<file path="config.mk">
export PLATFORM = sky130hd
export DESIGN_NAME = dmwbc_stats
export DESIGN_NICKNAME = d
export VERILOG_FILES = /design/src/direct_mapped_writeback_cache_hierarchy_unit_macros.svh /design/src/dmwbc_pkg.sv /design/src/dmwbc_stats.sv
export SDC_FILE = /design/constraint.sdc
export NUM_CORES = 1
export LEC_CHECK = 0
export ABC_AREA = 1
export BUFFER_PORTS_ARGS = -buffer_cell sky130_fd_sc_hd__buf_2
export CAP_MARGIN = 5
export CORE_UTILIZATION = 45
export CTS_CLUSTER_DIAMETER = 50
export CTS_CLUSTER_SIZE = 24
export DETAILED_ROUTE_END_ITERATION = 10
export GPL_TIMING_DRIVEN = 0
export SLEW_MARGIN = 20
export SYNTH_ARGS = -nofsm -noshare
export SYNTH_HDL_FRONTEND = slang
export SYNTH_SLANG_ARGS = --single-unit
</file>
<file path="constraint.sdc">
create_clock -name aclk -period 6 [get_ports aclk]
set_clock_uncertainty 0.05 [all_clocks]
set_input_delay 1.2 -clock aclk [delete_from_list [all_inputs] [get_ports aclk]]
set_output_delay 1.2 -clock aclk [all_outputs]
set_load 0.01 [all_outputs]
</file>
<file path="src/direct_mapped_writeback_cache_hierarchy_unit_macros.svh">
// Assertion macros shared by the modules of the cache hierarchy.
// Each macro samples on aclk and is disabled while aresetn is low.
`ifndef DIRECT_MAPPED_WRITEBACK_CACHE_HIERARCHY_UNIT_MACROS_SVH
`define DIRECT_MAPPED_WRITEBACK_CACHE_HIERARCHY_UNIT_MACROS_SVH

// Consequent must hold in the same cycle as the antecedent.
`define DMWBC_ASSERT_IMP(lbl, ante, cons, msg) \
    lbl: assert property (@(posedge aclk) disable iff (!aresetn) (ante) |-> (cons)) \
        else $error(msg);

// Consequent must hold in the cycle after the antecedent.
`define DMWBC_ASSERT_NXT(lbl, ante, cons, msg) \
    lbl: assert property (@(posedge aclk) disable iff (!aresetn) (ante) |=> (cons)) \
        else $error(msg);

`endif

</file>
<file path="src/dmwbc_pkg.sv">
package dmwbc_pkg;

    localparam int ADDR_W     = 32;
    localparam int CNT_W      = 32;
    localparam int TAG_W      = ADDR_W - 2;
    localparam int MIN_OFFSET = 2;
    localparam int MAX_OFFSET = 10;
    localparam int CFG_W      = 4;
    localparam int CFG_IDX_W  = 3;

    localparam int IN_BITS     = 2 + ADDR_W + 2;
    localparam int IN_TDATA_W  = ((IN_BITS + 7) / 8) * 8;
    localparam int OUT_BITS    = 6 + 5 * CNT_W;
    localparam int OUT_TDATA_W = ((OUT_BITS + 7) / 8) * 8;

    localparam logic [CFG_IDX_W-1:0] CFG_TYPE_FILTER = 3'd0;
    localparam logic [CFG_IDX_W-1:0] CFG_LEVEL_COUNT = 3'd1;
    localparam logic [CFG_IDX_W-1:0] CFG_OFFSET_BITS = 3'd2;
    localparam logic [CFG_IDX_W-1:0] CFG_L1_INDEX    = 3'd3;
    localparam logic [CFG_IDX_W-1:0] CFG_L2_INDEX    = 3'd4;
    localparam logic [CFG_IDX_W-1:0] CFG_L3_INDEX    = 3'd5;

    localparam logic [1:0] FILTER_UNIFIED = 2'd0;
    localparam logic [1:0] FILTER_INSTR   = 2'd1;
    localparam logic [1:0] FILTER_DATA    = 2'd2;

    typedef struct packed {
        logic [CNT_W-1:0] write_evicts;
        logic [CNT_W-1:0] read_evicts;
        logic [CNT_W-1:0] misses;
        logic [CNT_W-1:0] hits;
        logic [CNT_W-1:0] requests;
    } stat_vals_t;

    typedef struct packed {
        logic       en;
        logic [1:0] level;
        logic       hit;
        logic       rd_evict;
        logic       wr_evict;
    } stat_upd_t;

endpackage

</file>
<file path="src/dmwbc_stats.sv">
module dmwbc_stats #(
    parameter int MAX_LEVELS = 3
) (
    input  logic                  aclk,
    input  logic                  aresetn,
    input  dmwbc_pkg::stat_upd_t  upd,
    input  logic [1:0]            q_level,
    output dmwbc_pkg::stat_vals_t q_vals
);
    import dmwbc_pkg::*;

    stat_vals_t cnt_reg [MAX_LEVELS];

    function automatic logic [CNT_W-1:0] sat_inc(input logic [CNT_W-1:0] v);
        return (&v) ? v : v + 1'b1;
    endfunction

    always_ff @(posedge aclk) begin
        if (!aresetn) begin
            for (int l = 0; l < MAX_LEVELS; l++) begin
                cnt_reg[l] <= '0;
            end
        end else if (upd.en) begin
            for (int l = 0; l < MAX_LEVELS; l++) begin
                if (upd.level == 2'(l)) begin
                    cnt_reg[l].requests <= sat_inc(cnt_reg[l].requests);
                    if (upd.hit) begin
                        cnt_reg[l].hits <= sat_inc(cnt_reg[l].hits);
                    end else begin
                        cnt_reg[l].misses <= sat_inc(cnt_reg[l].misses);
                    end
                    if (upd.rd_evict) begin
                        cnt_reg[l].read_evicts <= sat_inc(cnt_reg[l].read_evicts);
                    end
                    if (upd.wr_evict) begin
                        cnt_reg[l].write_evicts <= sat_inc(cnt_reg[l].write_evicts);
                    end
                end
            end
        end
    end

    // A level beyond those built reads as zero.
    always_comb begin
        q_vals = '0;
        for (int l = 0; l < MAX_LEVELS; l++) begin
            if (q_level == 2'(l)) begin
                q_vals = cnt_reg[l];
            end
        end
    end

endmodule

</file>
* Yosys cells after proc, flatten, opt, wreduce, memory -nomap -nowiden *
Memory sizes are Yosys's and may differ from the RTL's.
Cells that the tools add are included.

operators by class
  reductions and logical operators = 17
  bitwise gates (word level) = 15
  add/subtract/negate cells = 15
  equal/unequal tests = 4
  order comparisons = 0
  shift-type cells = 0
  $mul = 0
  multiplexer cells = 98
  divide/modulo/power cells = 0

operators with widths
  kind                     number
  $mux W32                 30
  $add A32 B1 Y32 const B  15
  $mux W160                3
  $reduce_and A32 Y1       15
  $mux W1                  65
  $or A1 B1 Y1             15
  $eq A2 B1 Y1 const B     2
  $eq A2 B2 Y1 const B     2
  $logic_not A2 Y1         2

word-level totals
  ROM bits = 0
  memory bits (writable) = 480
  register bits = 0
  word-level logic and storage cells = 150
  output and inout port bits = 160
  latch bits = 0
  memories kept = 1
  input bits = 10

memories
  memory   words  width  rd ports  clocked after Yosys merged registers in  wr ports  line               source
  cnt_reg  3      160    3         0                                        3         dmwbc_stats.sv:12  stat_vals_t cnt_reg [MAX_LEVELS];

* Logic depth before layout (Yosys ltp) *
  word-level depth = 6
  mapped depth = 10
  mapped depth without buffers = 9

* Worst setup path before layout *
No wires, ideal clock.

  path type = input to output
  start point = input q_level[0]
  end point = output q_vals[105] in the netlist's numbering
  stages = 6
  path slack = 2.495 ns
  data required time = 4.750 ns
  buffers on the path = 3
  arrival = 2.255 ns
  path through = inv_1 or2_2 clkbuf_1 buf_2 buf_2 o211ai_1

RTL lines
  element      line              source
  from (decl)  dmwbc_stats.sv:7  input logic [1:0] q_level,
  to (decl)    dmwbc_stats.sv:8  output dmwbc_pkg::stat_vals_t q_vals

==> flow_metrics.tcl <==
set metrics [dict create \
    coreArea_mm2 0.07296 \
    clk_latency_ns 0.63 \
    setup-violations-final 0 \
    finalPower_mw 10.22 \
    cp.arrival_ns 4.10 \
    grt_overflow 0 \
    wl_per_cell_um 20.68 \
    cpMostUsedCell "buf_2" \
    synth.distinct_cells 39 \
    cp_max_fo 10 \
    clkTransAtPathRegs_ns 0.06 \
    largest_reg_flops 480 \
    clock.fmax_mhz 187.0 \
    areaGrowthSynthToFinish_pct 14.52 \
    nFillCells 7337 \
    crit_required_ns 4.75 \
    power.density_mw_per_mm2 269.2 \
    slew_viol_final 0 \
    route.detailed.drc 0 \
    critPathSlowestCell "nor2_1" \
    leakagePower_nw 14.09 \
    fp.dieW_um 273.4 \
    clockRootBuffer "clkbuf_16" \
    synth_top_family_by_area "simple AND/OR/NAND/NOR gates" \
    postCtsSetupBuffers 0 \
    cts_tree "built" \
    hold_class "reg -> reg" \
    clkSinkCount 480 \
    vias 33280 \
    hp-start "cnt_reg[1][64]" \
    crit_chain "buf_2 > nor2_1 > buf_2 > buf_1 > nand2_1 > nand3_1 > buf_2" \
    path_buf_inv 4 \
    vdd_drop_max_uv 233.0 \
    dieArea_mm2 0.07475 \
    avgSynthCellArea_um2 6.974 \
    syn-cell-area_mm2 0.03315 \
    grt_pass1_wl_um 184700 \
    via_per_inst 5.520 \
    fin_crit_ns 5.349 \
    fin_crit_sh_pct 89.15 \
    worstSetupPathType "in -> out" \
    antenna_found_initial 4 \
    cap_violations 0 \
    hold_violations 0 \
    drtIter0Drc 3638 \
    htree_levels 3 \
    crit_path_end_kind "output pin" \
    worst_pin_slew_ns 1.036 \
    muxShareOfSynthArea_pct 0 \
    fin_nets 5031 \
    wirelength_um 124700 \
    synth-simple-area-share_pct 36.71 \
    grt_pass1_vias 30640 \
    hold_buffers 0 \
    yosys_register_bits 480 \
    start_util_pct 45.43 \
    seq_area_frac_synth_pct 43.48 \
    synthXorXnorAreaFrac_pct 1.533 \
    antenna_cells 0 \
    place_congestion 0.9607 \
    drtPass1Iterations 6 \
    port_buffers 169 \
    crit_family "buffers and inverters" \
    crit_path_start_kind "input port" \
    cp-startpoint "q_level[1]" \
    status "finished clean" \
    synth_nets 4778 \
    num_rows 99 \
    ys_warn_count 0 \
    clk_path_buf_depth 3 \
    cts_buffers 81 \
    pin_count 170 \
    relSlewSlack_pct 30.96 \
    grt_use_total_pct 32.78 \
    synthAdderAreaFrac_pct 0.5662 \
    rsz0062_at_grt "no" \
    synth_area_leaders "edfxtp_1, nand2_1, nor2_1" \
    synth_area_leader_cell "edfxtp_1" \
    dieHeight_um 273.4 \
    max_stage_delay_ns 0.78 \
    dp_hpwl_um 95600 \
    synth_cells 4753 \
    grt_max_degree 33 \
    antenna_left 0 \
    tns_ns 0 \
    yosysTopAreaCellShare_pct 43.48 \
    drive_above_1_share_pct 9.901 \
    synth-compound-area-share_pct 10.40 \
    reg2reg_from "cnt_reg[0][128]" \
    cts_resized 0 \
]
## final timing paths
| kind | end | slack, ns | cells after the start |
|---|---|---|---|
| worst max-delay path | q_vals[97] | 0.65 | 7 |
| worst min-delay path | cnt_reg[1][64] | 0.55 | 1 |
| worst max register to register | cnt_reg[0][152] | 3.38 | 8 |
| worst min register to register | cnt_reg[1][64] | 0.55 | 1 |
## power breakdown
group          switching (mW)  internal [mW]
Combinational           0.826          0.312
Sequential              0.317           3.98
Clock                    1.86           2.92
## placed cells by master, fill, tap and decap left out, types with 8 or more instances in the layout
cell type and n:
nand2_1 1701, nor2_1 1000, inv_1 484, edfxtp_1 480, nand3_1 261, buf_2 207, a21oi_1 156, o21ai_0 104
o221ai_1 100, a21oi_2 96, clkbuf_16 85, clkbuf_1 47, nor3_1 46, o211ai_1 45, xor2_1 39, xnor2_1 19
inv_2 17, ha_1 15, inv_6 14, buf_6 13, clkinv_1 11, nor2_2 11, nand4_1 11, nand3b_1 11
nor3b_1 10, clkinv_4 10, o21ai_1 9, and2_1 9, clkinvlp_4 8
## cells in the mapped netlist, drive strengths merged
cell type and number:
nor2b 1, o21ai 113, nor2 1012, xor2 39, nand3b 11, nand3 262
and2 10, o221ai 100, a21oi 252, o21bai 1, edfxtp 480, inv 501
o21a 4, o211ai 45, nand4 12, a211oi 1, nor3b 10, xnor2 19
buf 55, clkinv 1, clkbuf 48, ha 15, or2 7, nor3 47
nand2 1707
## area by class of cell
type | instances | area (um^2) | share of cell area (%)
plain buffers | 103 | 544.3 | 1.434
clock buffers | 88 | 2138 | 5.633
clock inverters | 59 | 593.1 | 1.562
inverters | 502 | 1884 | 4.964
multi-input cells | 3668 | 16320 | 42.99
flip-flops and latches | 480 | 14410 | 37.97
well taps | 959 | 1200 | 3.161
repair buffers | 170 | 865.8 | 2.281
## logic make-up (layout without fill, tap and decap cells)
group,count (synthesis),count (layout)
DFF,480,480
and+or+nand+nor,3079,3079
xor gates and xnor gates,58,58
AOI/OAI and AO/OA,516,516
buffers and inverters,605,922
adders and majority gates,15,15
## metal layers
layer	part of all wire [%]	vias up	global-route usage, %
li1	-	16030	-
met1	43	15510	44.85
met2	45	1471	52.05
met3	8.0	257	5.263
met4	3.9	6	12.32
met5	0.033	-	0
## through the flow
stage | hold slack [ns] | utilization, % | instances | cell area, um^2 | setup WS (ns)
finish | 0.5474 | 52.03 | 6029 | 37960 | 0.6512
global route | 0.5756 | 52.03 | 6029 | 37960 | 0.6385
CTS | 0.5495 | 52.03 | 6029 | 37960 | 0.6910
detailed placement | 0.5412 | 48.28 | 5882 | 35230 | 0.7006
global placement | 0.5356 | 48.24 | 5881 | 35190 | 0.4554
floorplan | 0.5118 | - | 4753 | 33150 | 2.495
No activity file was read; power rests on OpenSTA's default activity.
